==> config.mk <==
export PLATFORM = sky130hd
export DESIGN_NAME = rgb_to_hsv_converter
export DESIGN_NICKNAME = d
export VERILOG_FILES = /design/src/rhsv_pkg.sv /design/src/rgb_to_hsv_converter.sv
export SDC_FILE = /design/constraint.sdc
export NUM_CORES = 1
export LEC_CHECK = 0
export BUFFER_PORTS_ARGS = -buffer_cell sky130_fd_sc_hd__buf_2
export CORE_AREA = 3 3 293 295
export CTS_BUF_LIST = sky130_fd_sc_hd__clkbuf_8
export CTS_CLUSTER_SIZE = 40
export DETAILED_ROUTE_END_ITERATION = 6
export DIE_AREA = 0 0 296 298
export GPL_TIMING_DRIVEN = 0
export PLACE_DENSITY = 0.72
export SLEW_MARGIN = 20
export SYNTH_ARGS = -nofsm -noshare
export SYNTH_HDL_FRONTEND = slang
export SYNTH_SLANG_ARGS = --single-unit
export TNS_END_PERCENT = 50
==> constraint.sdc <==
create_clock -name clk -period 5.32 [get_ports clk]
set_input_delay 0.532 -clock clk [delete_from_list [all_inputs] [get_ports clk]]
set_output_delay 0.532 -clock clk [all_outputs]
set_load 0.05 [all_outputs]
==> src/rhsv_pkg.sv <==
// ----------------------------------------------------------------------------
// rhsv_pkg
// Types, constants and the divider step shared by the RGB to HSV pipeline.
// ----------------------------------------------------------------------------
package rhsv_pkg;

  localparam int unsigned CHAN_W   = 8;
  localparam int unsigned HUE_W    = 15;
  localparam int unsigned SAT_W    = 17;
  // quotient widths: hue fraction is at most 3840, saturation at most 65536
  localparam int unsigned HQ_W     = 12;
  localparam int unsigned SQ_W     = 17;
  localparam int unsigned DIV_STEPS = SQ_W;

  localparam logic [15:0] HUE_SEXTANT2 = 16'd7680;
  localparam logic [15:0] HUE_SEXTANT4 = 16'd15360;
  localparam logic [15:0] HUE_FULL     = 16'd23040;

  // which channel is the largest
  typedef enum logic [1:0] {
    SX_RED,
    SX_GREEN,
    SX_BLUE
  } sext_t;

  // extrema stage payload
  typedef struct packed {
    logic [CHAN_W-1:0] cmax;
    logic [CHAN_W-1:0] delta;
    logic [CHAN_W-1:0] mag;
    logic              neg;
    sext_t             sext;
    logic              gray;
  } ext_t;

  // divider stage payload: two restoring dividers run side by side
  typedef struct packed {
    logic [CHAN_W-1:0] hrem;
    logic [HQ_W-1:0]   hlo;
    logic [HQ_W-1:0]   hq;
    logic [CHAN_W-1:0] srem;
    logic [SQ_W-1:0]   slo;
    logic [SQ_W-1:0]   sq;
    logic [CHAN_W-1:0] delta;
    logic [CHAN_W-1:0] cmax;
    logic              neg;
    sext_t             sext;
    logic              gray;
  } div_t;

  // Hue numerator is 3840*mag = (15*mag) << 8; quotient fits 12 bits, so the
  // partial remainder starts at numerator >> 12. Saturation numerator is
  // delta << 16 with a 17-bit quotient, so it starts at delta >> 1.
  function automatic div_t div_init(input ext_t e);
    div_t        d;
    logic [11:0] m15;
    m15     = {e.mag, 4'b0000} - {4'b0000, e.mag};
    d.hrem  = m15[11:4];
    d.hlo   = {m15[3:0], 8'h00};
    d.hq    = '0;
    d.srem  = {1'b0, e.delta[7:1]};
    d.slo   = {e.delta[0], 16'h0000};
    d.sq    = '0;
    d.delta = e.delta;
    d.cmax  = e.cmax;
    d.neg   = e.neg;
    d.sext  = e.sext;
    d.gray  = e.gray;
    return d;
  endfunction

  // one quotient bit of each divider; the hue divider runs only while hue_en
  function automatic div_t div_step(input div_t s, input logic hue_en);
    div_t       t;
    logic [8:0] sr2;
    logic [8:0] hr2;
    t     = s;
    sr2   = {s.srem, s.slo[SQ_W-1]};
    t.slo = {s.slo[SQ_W-2:0], 1'b0};
    if (sr2 >= {1'b0, s.cmax}) begin
      t.srem = 8'(sr2 - {1'b0, s.cmax});
      t.sq   = {s.sq[SQ_W-2:0], 1'b1};
    end else begin
      t.srem = sr2[7:0];
      t.sq   = {s.sq[SQ_W-2:0], 1'b0};
    end
    hr2 = {s.hrem, s.hlo[HQ_W-1]};
    if (hue_en) begin
      t.hlo = {s.hlo[HQ_W-2:0], 1'b0};
      if (hr2 >= {1'b0, s.delta}) begin
        t.hrem = 8'(hr2 - {1'b0, s.delta});
        t.hq   = {s.hq[HQ_W-2:0], 1'b1};
      end else begin
        t.hrem = hr2[7:0];
        t.hq   = {s.hq[HQ_W-2:0], 1'b0};
      end
    end
    return t;
  endfunction

endpackage

==> src/rgb_to_hsv_converter.sv <==
// ----------------------------------------------------------------------------
// rgb_to_hsv_converter
// Pixel pipeline: extrema, 17 restoring divider stages, hue/saturation finish.
// ----------------------------------------------------------------------------
// Stages: 1 extrema stage, 17 divider stages set by the 17-bit saturation
//   quotient, 1 output stage.
// Throughput: one item per cycle unless out_ready stalls the output; stalls collapse bubbles stage by stage.
// Reset: synchronous active-low rst_n clears all valid bits; payload is
//   not reset.
module rgb_to_hsv_converter
  import rhsv_pkg::*;
(
  input  logic              clk,
  input  logic              rst_n,
  input  logic              in_valid,
  output logic              in_ready,
  input  logic [CHAN_W-1:0] in_red,
  input  logic [CHAN_W-1:0] in_green,
  input  logic [CHAN_W-1:0] in_blue,
  output logic              out_valid,
  input  logic              out_ready,
  output logic [HUE_W-1:0]  out_hue,
  output logic [SAT_W-1:0]  out_saturation,
  output logic [CHAN_W-1:0] out_brightness
);

  // ---------------- stage ready chain ----------------
  logic                 ext_v_r;
  ext_t                 ext_r;
  ext_t                 ext_nxt;
  logic [DIV_STEPS-1:0] div_v_r;
  div_t                 div_r [DIV_STEPS];
  logic [DIV_STEPS-1:0] div_rdy;
  logic                 ext_rdy;
  logic                 out_rdy;
  logic                 out_valid_r;
  logic [HUE_W-1:0]     out_hue_r;
  logic [HUE_W-1:0]     out_hue_nxt;
  logic [SAT_W-1:0]     out_sat_r;
  logic [SAT_W-1:0]     out_sat_nxt;
  logic [CHAN_W-1:0]    out_bri_r;

  assign out_rdy = !out_valid_r || out_ready;

  always_comb begin
    div_rdy[DIV_STEPS-1] = !div_v_r[DIV_STEPS-1] || out_rdy;
    for (int k = DIV_STEPS - 2; k >= 0; k--) begin
      div_rdy[k] = !div_v_r[k] || div_rdy[k+1];
    end
  end

  assign ext_rdy  = !ext_v_r || div_rdy[0];
  assign in_ready = ext_rdy;

  // ---------------- extrema stage ----------------
  always_comb begin
    logic [CHAN_W-1:0] cmin;
    logic [8:0]        diff;
    ext_nxt.cmax = in_red;
    cmin         = in_red;
    if (in_green > ext_nxt.cmax) ext_nxt.cmax = in_green;
    if (in_blue > ext_nxt.cmax)  ext_nxt.cmax = in_blue;
    if (in_green < cmin)         cmin = in_green;
    if (in_blue < cmin)          cmin = in_blue;
    ext_nxt.delta = ext_nxt.cmax - cmin;
    ext_nxt.gray  = (ext_nxt.delta == '0);
    // ties go red, then green, then blue
    if (ext_nxt.cmax == in_red) begin
      ext_nxt.sext = SX_RED;
      diff         = {1'b0, in_green} - {1'b0, in_blue};
    end else if (ext_nxt.cmax == in_green) begin
      ext_nxt.sext = SX_GREEN;
      diff         = {1'b0, in_blue} - {1'b0, in_red};
    end else begin
      ext_nxt.sext = SX_BLUE;
      diff         = {1'b0, in_red} - {1'b0, in_green};
    end
    ext_nxt.neg = diff[8];
    ext_nxt.mag = diff[8] ? 8'(9'd0 - diff) : diff[7:0];
  end

  always_ff @(posedge clk) begin
    if (!rst_n) begin
      ext_v_r <= 1'b0;
    end else if (ext_rdy) begin
      ext_v_r <= in_valid;
    end
    if (ext_rdy) begin
      ext_r <= ext_nxt;
    end
  end

  // ---------------- divider stages ----------------
  for (genvar k = 0; k < DIV_STEPS; k++) begin : g_div
    div_t       div_nxt;
    logic       prev_v;
    localparam logic HueEn = (k < HQ_W);

    if (k == 0) begin : g_first
      assign div_nxt = div_step(div_init(ext_r), HueEn);
      assign prev_v  = ext_v_r;
    end else begin : g_rest
      assign div_nxt = div_step(div_r[k-1], HueEn);
      assign prev_v  = div_v_r[k-1];
    end

    always_ff @(posedge clk) begin
      if (!rst_n) begin
        div_v_r[k] <= 1'b0;
      end else if (div_rdy[k]) begin
        div_v_r[k] <= prev_v;
      end
      if (div_rdy[k]) begin
        div_r[k] <= div_nxt;
      end
    end
  end

  // ---------------- output stage ----------------
  always_comb begin
    div_t        fin;
    logic [15:0] base;
    logic [15:0] hsum;
    fin = div_r[DIV_STEPS-1];
    case (fin.sext)
      SX_RED:   base = '0;
      SX_GREEN: base = HUE_SEXTANT2;
      SX_BLUE:  base = HUE_SEXTANT4;
      default:  base = '0;
    endcase
    if (fin.neg) begin
      hsum = base - {4'b0000, fin.hq};
    end else begin
      hsum = base + {4'b0000, fin.hq};
    end
    // negative hue wraps once around the circle
    if (hsum[15]) begin
      hsum = hsum + HUE_FULL;
    end
    out_hue_nxt = fin.gray ? '0 : hsum[HUE_W-1:0];
    out_sat_nxt = fin.gray ? '0 : fin.sq;
  end

  always_ff @(posedge clk) begin
    if (!rst_n) begin
      out_valid_r <= 1'b0;
    end else if (out_rdy) begin
      out_valid_r <= div_v_r[DIV_STEPS-1];
    end
    if (out_rdy) begin
      out_hue_r <= out_hue_nxt;
      out_sat_r <= out_sat_nxt;
      out_bri_r <= div_r[DIV_STEPS-1].cmax;
    end
  end

  assign out_valid      = out_valid_r;
  assign out_hue        = out_hue_r;
  assign out_saturation = out_sat_r;
  assign out_brightness = out_bri_r;

  // ---------------- assertions ----------------
  a_hue_range: assert property (@(posedge clk) disable iff (!rst_n)
    out_valid |-> (out_hue < HUE_FULL[HUE_W-1:0]))
    else $error("hue out of range");

  a_sat_range: assert property (@(posedge clk) disable iff (!rst_n)
    out_valid |-> (out_saturation <= 17'd65536))
    else $error("saturation above one");

  a_gray_hue: assert property (@(posedge clk) disable iff (!rst_n)
    (out_valid && (out_saturation == '0)) |-> (out_hue == '0))
    else $error("zero saturation with nonzero hue");

  a_full_stall: assert property (@(posedge clk) disable iff (!rst_n)
    !in_ready |-> (out_valid && !out_ready && ext_v_r && (&div_v_r)))
    else $error("input stalled with a bubble in the pipeline");

endmodule
==> results.json, run 1 <==
{
  "status": "finished, final reports clean",
  "die_x_um": 296,
  "place_area_sq_mm": 0.04382,
  "routed_wl_mm": 69.17,
  "clkSinkCount": 892,
  "dr.pass1.iters": 5,
  "grt_pass1_wl_mm": 115.1,
  "post-place-cells": 4337,
  "num_rows": 106,
  "ant_nets": 0,
  "utilization_pct": 56.07,
  "start_kind": "input pin",
  "skew_ns": 0.03826,
  "grtUsageTotal_pct": 16.05,
  "vias": 23892,
  "overflow": 0,
  "syn_area_sq_mm": 0.04171,
  "seq_area_sq_mm": 0.02660,
  "slew_viol_final": 0,
  "period_share_pct": 99.56,
  "h-tree-depth": 4,
  "fin_area_sq_mm": 0.04678,
  "layout-drive-gt1-share_pct": 10.46,
  "grt_use_met3_pct": 3.377,
  "maxCapViolCount": 0,
  "cts_tree": "built",
  "cts_buffers": 140,
  "endpoint_kind": "flip-flop",
  "drc": 0,
  "gp_congestion": 0.9177,
  "io_pins": 70,
  "cts-hold-fix-buffers": 0,
  "p_leak_nw": 19.46,
  "pre_cts_ws_ns": -1.434,
  "multi_input_area_sq_mm": 0.01379,
  "drt_iter0_drc": 1184,
  "clk_latency_ns": 0.78,
  "syn_avg_cell_area_sq_um": 13.14,
  "synth_ff_type": "edfxtp_1",
  "ir_drop_v": 0.0002984,
  "total_power_mw": 30.24,
  "ys_warn_count": 0,
  "finalSetupViolCount": 0,
  "tns_ns": 0,
  "crit_fanout": 8,
  "hp-class": "input pin to flip-flop",
  "antenna_found_initial": 1,
  "busiest_layer": "met2",
  "ys_types": 70,
  "fin_hold_ws_ns": 0.1020,
  "clockRootBuffer": "clkbuf_8",
  "placeableCoreArea_sq_mm": 0.08342,
  "grt_pass1_vias": 24423,
  "setup_ws_ns": 0.02361,
  "ys_seq_area_share_pct": 63.77,
  "via_per_inst": 5.185,
  "rsz0062_at_grt": "yes",
  "io_buffers": 68,
  "arrival_ns": 5.86,
  "critical_path_class": "input pin to flip-flop",
  "final_cells": 4608,
  "maxSlewHeadroom_pct": 49.75,
  "clk_pin_slew_worst_paths_ns": 0.06,
  "hpwl_mm": 50.70,
  "use_met1_pct": 17.88,
  "synthCells": 3175,
  "fmax_mhz": 188.8,
  "worst_pin_slew_ns": 0.7348,
  "use_met2_pct": 29.44,
  "synth_edf_count": 873,
  "async_flop_share_pct": 0,
  "syn_to_final_growth_pct": 12.16,
  "grt_max_degree": 59,
  "synth-seq-cells": 892,
  "clock_path_buffers": 3,
  "fin_crit_ns": 5.296,
  "start_util_pct": 50.00,
  "fin_nets": 3770,
  "cp_data_required_time_ns": 5.89,
  "routedWlPerCell_um": 15.01,
  "nFillCells": 6582,
  "hold_violations": 0,
  "die_h_um": 298,
  "die_area_sq_mm": 0.08821,
  "synth_nets": 3526,
  "power_density_mw_per_mm2": 646.4
}
-- where the power goes --
| part | total, mW | internal (mW) | leakage [nW] | switching [mW] |
|---|---|---|---|---|
| clock network | 5.36 | 2.82 | 1.47 | 2.54 |
| registers | 13.3 | 12.0 | 9.21 | 1.30 |
| logic | 11.6 | 4.96 | 8.78 | 6.64 |
| total | 30.2 | 19.8 | 19.5 | 10.5 |
-- cell type report --
type                    instances  share of cell area (%)
clock buffers                 144                   4.237
diodes                          1                0.005349
inverters                     386                   3.135
multi-input cells            1858                   29.48
well taps                    1080                   2.889
flip-flops and latches        892                   56.85
repair buffers                102                   1.712
plain buffers                  39                  0.3477
clock inverters               106                   1.340
-- synth_stat cells (14+ instances only) --
cell type  count  area [sq um]
a21o_1        90         675.7
a21oi_1       99         495.5
and2_1        58         362.9
clkbuf_1      36         135.1
dfxtp_1       19         380.4
edfxtp_1     873         26220
fa_1          31         620.6
ha_1         292          3654
inv_1        385          1445
mux2i_1       16         160.2
nand2_1      199         747.0
nand2b_1      64         400.4
nand3_1       34         170.2
nand4_1       33         206.5
nor2_1       172         645.6
nor2b_1       90         563.0
nor3_1        21         105.1
o211a_1       26         260.3
o21a_1        21         157.7
o21ai_0      265          1326
o21bai_1      14         105.1
o31ai_1       53         397.9
or4_1         26         195.2
xnor2_1       75         656.9
xor2_1        79         691.9
-- state kept, by name, indices dropped and copies added (netlist names) --
| name | count |
|---|---|
| div_r | 805 |
| ext_r | 28 |
| out_saturation | 17 |
| g_div.prev_v | 16 |
| out_hue | 15 |
| out_brightness | 8 |
| div_v_r | 1 |
| ext_v_r | 1 |
| out_valid | 1 |
-- kinds of logic (layout without fill, tap and decap cells) --
| group | count (synthesis) | in the layout | share of synthesized area, % |
|---|---|---|---|
| AND/OR/NAND/NOR | 724 | 724 | 8.694 |
| XOR/XNOR | 155 | 155 | 3.300 |
| flip-flops | 892 | 892 | 63.77 |
| adder cells (fa/ha/maj) | 324 | 324 | 10.27 |
| AO/OA/AOI/OAI | 625 | 625 | 9.345 |
| other | 0 | 1 | 0 |
| multiplexers | 30 | 30 | 0.7830 |
| buffers and inverters | 425 | 777 | 3.840 |
-- critical path: stages --
cell,delay [ns]
buf_4,0.15
clkinvlp_4,0.14
ha_4,0.24
a21o_1,0.20
a221o_2,0.48
nor2_4,0.22
mux2i_4,0.30
inv_1,0.06
ha_1,0.33
nand3_1,0.11
a211oi_2,0.09
nor2_2,0.30
a211oi_4,0.09
or3_1,0.37
buf_6,0.15
nand2_1,0.06
o21a_1,0.14
inv_1,0.05
ha_1,0.20
inv_1,0.08
ha_1,0.16
a21oi_2,0.05
maj3_1,0.38
o21bai_1,0.16
xor2_1,0.10
or4_4,0.44
nor4_4,0.26
-- placed cells by master, fill, tap and decap left out, types with 75 or more instances in the layout --
cell type / count
ha_1: 287
inv_1: 408
clkbuf_8: 144
a21oi_1: 95
nor2_1: 168
nor2b_1: 89
xor2_1: 79
o21ai_0: 265
edfxtp_1: 873
nand2_1: 190
xnor2_1: 75
a21o_1: 90
-- layer usage --
metal	vias up	routed length, um	part of all wire [%]
met5	-	0	0
met1	11297	27390	40
li1	11957	-	-
met2	474	36450	53
met3	164	3022	4.4
met4	0	2307	3.3
-- repair_timing --
| item | in CTS | in global routing |
|---|---|---|
| pin swaps | 6 | 12 |
| buffers inserted | 7 | 13 |
| endpoints found under the setup margin | 13 | 10 |
| gates resized for setup | 16 | 33 |
-- final timing paths --
check | slack, ns | endpoint | cells past startpoint | start
setup / recovery | 0.02 | ext_r[0] | 27 | in_green[4]
hold / removal | 0.10 | ext_v_r | 3 | in_valid
hold reg to reg | 0.39 | div_r[0][1271] | 0 | div_r[0][1178]
setup reg to reg | 1.48 | div_r[0][91] | 16 | ext_r[8]
Power figures use the tool's default switching activity.
==> run 2, diff against run 1 <==
Settings changed: PLACE_DENSITY 0.72 to 0.69.
Clock period 5.32 ns to 5 ns, I/O delays scaled along.
==> run 2 against run 1 <==
Against the previous run:
- combinational power rose by 8%
- register-to-register slack got worse by 0.31 ns
- final cell count rose by 0.74%
==> results.json, run 2 (same netlist as run 1, synthesis figures left out) <==
{
  "status": "finished, final reports clean",
  "layout-drive-gt1-share_pct": 12.61,
  "worst_path_max_delay_cell": "a221o_2",
  "hp-class": "input pin to flip-flop",
  "slew_viol_final": 0,
  "largestRegisters": "div_r (805), ext_r (28), out_saturation (17)",
  "die_h_um": 298,
  "intPower_mw": 20.96,
  "fin_crit_ns": 4.982,
  "maxSlewHeadroom_pct": 48.66,
  "fin_nets": 3805,
  "clockPowerShare_pct": 17.3,
  "ir_drop_v": 0.0002993,
  "gp_congestion": 0.9061,
  "dr.pass1.iters": 5,
  "h-tree-depth": 4,
  "endpoint_kind": "flip-flop",
  "start_kind": "input pin",
  "overflow": 0,
  "sequentialPowerShare_pct": 44.0,
  "skew_ns": 0.03202,
  "start_util_pct": 50.00,
  "cts_tree": "built",
  "grt_pass1_vias": 24665,
  "finalSetupViolCount": 0,
  "mostFrequentLayoutCells": "edfxtp_1, inv_1, ha_1, o21ai_0, nand2_1",
  "antenna_found_initial": 1,
  "io_pins": 70,
  "rsz0062_at_grt": "yes",
  "routed_wl_mm": 69.71,
  "p_sw_share_pct": 34.86,
  "max_flop_register": "div_r",
  "clk_latency_ns": 0.76,
  "clkSinkCount": 892,
  "fmax_mhz": 200.7,
  "final_common_cell": "edfxtp_1",
  "utilization_pct": 56.82,
  "syn_to_final_growth_pct": 13.65,
  "grt_pass1_wl_mm": 115.9,
  "clockRootBuffer": "clkbuf_8",
  "worst_pin_slew_ns": 0.7506,
  "arrival_ns": 5.56,
  "vias": 24021,
  "p_switching_mw": 11.22,
  "clock_path_buffers": 3,
  "largest_reg_flops": 805,
  "period_share_pct": 99.63,
  "drc": 0,
  "seq_area_sq_mm": 0.02660,
  "p_comb_share_pct": 38.7,
  "placeableCoreArea_sq_mm": 0.08342,
  "grtUsageTotal_pct": 16.16,
  "grt_max_degree": 59,
  "io_buffers": 68,
  "cp_data_required_time_ns": 5.58,
  "nFillCells": 6496,
  "hold_violations": 0,
  "cts_buffers": 138,
  "drt_iter0_drc": 1086,
  "p_leak_nw": 19.69,
  "multi_input_area_sq_mm": 0.01411,
  "clk_pin_slew_worst_paths_ns": 0.06,
  "critical_path_class": "input pin to flip-flop",
  "maxCapViolCount": 0,
  "tns_ns": 0,
  "via_per_inst": 5.175,
  "power_density_mw_per_mm2": 678.8,
  "routedWlPerCell_um": 15.02,
  "crit_fanout": 6,
  "hpwl_mm": 51.09,
  "num_rows": 106,
  "die_area_sq_mm": 0.08821,
  "die_x_um": 296,
  "ant_nets": 0,
  "crit_path_max_incr_delay_ns": 0.47
}
==> run 2: cell types whose count changed in the layout (fill, tap and decap cells not counted), moves of 6 or more <==
cell / delta
buf_4: +36
ha_4: +8
inv_1: -7
ha_1: -10
clkinv_2: +12
clkinv_1: -8
buf_2: -6
a21oi_1: -8
==> run 2: final timing paths <==
path / from / to / slack (ns) / cells after the start
max: in_green[4] / ext_r[0] / 0.02 / 26
min: out_ready / out_valid / 0.16 / 3
max reg2reg: ext_r[8] / div_r[0][89] / 1.17 / 16
min reg2reg: div_r[0][1050] / div_r[0][1144] / 0.40 / 0
==> run 2: power groups by stage <==
stage          clock, mW  combinational (mW)  sequential [mW]
2_1_floorplan          0                9.18             14.3
3_3_place_gp           0                11.9             14.2
3_5_place_dp           0                12.2             14.3
4_1_cts             5.77                12.4             14.2
5_1_grt             6.09                14.3             14.5
6_report            5.55                12.5             14.2
==> run 2: layout make-up <==
cell class | count | area share, %
sequential | 892 | 56.11
clock buffer | 144 | 4.181
buffer | 38 | 0.3405
tap | 1080 | 2.851
multi-input combinational | 1858 | 29.77
clock inverter | 103 | 1.214
timing repair buffer | 140 | 2.407
antenna | 1 | 0.005279
inverter | 386 | 3.120
==> run 2: metrics by stage <==
stage / setup WS [ns] / instance area [sq um] / cells / hold slack [ns] / power, mW
after floorplan: -0.2786 / 41820 / 3175 / 0.4003 / 23.45
after global placement: -1.698 / 43510 / 4323 / 0.4003 / 26.09
after detailed placement: -1.749 / 43830 / 4337 / 0.4045 / 26.52
after CTS: 0.005646 / 46980 / 4621 / 0.08012 / 32.35
after global routing: -0.1024 / 47400 / 4642 / 0.1122 / 34.93
final: 0.01835 / 47400 / 4642 / 0.1608 / 32.18
==> run 2: critical path, delay by kind of cell <==
kind	cells	cell delay, ns
buf+inv	5	0.66
simple gates	9	1.51
fa+ha+maj	3	0.85
mux	1	0.22
compound gates	7	1.64
xor+xnor	1	0.18
==> run 2: timing repair <==
action	4_1_cts	5_1_grt
pin swaps	22	29
setup buffers	36	22
endpoints found under the setup margin	16	10
hold buffers	1	0
gates resized for setup	71	50
cloned	0	0
endpoints found under the hold margin	1	0
==> run 2: per-layer routing <==
layer | global-route usage, % | wire length [um]
met2 | 30.00 | 36860
met1 | 17.90 | 27450
met5 | 0 | 0
met4 | 6.882 | 2395
met3 | 3.086 | 3003
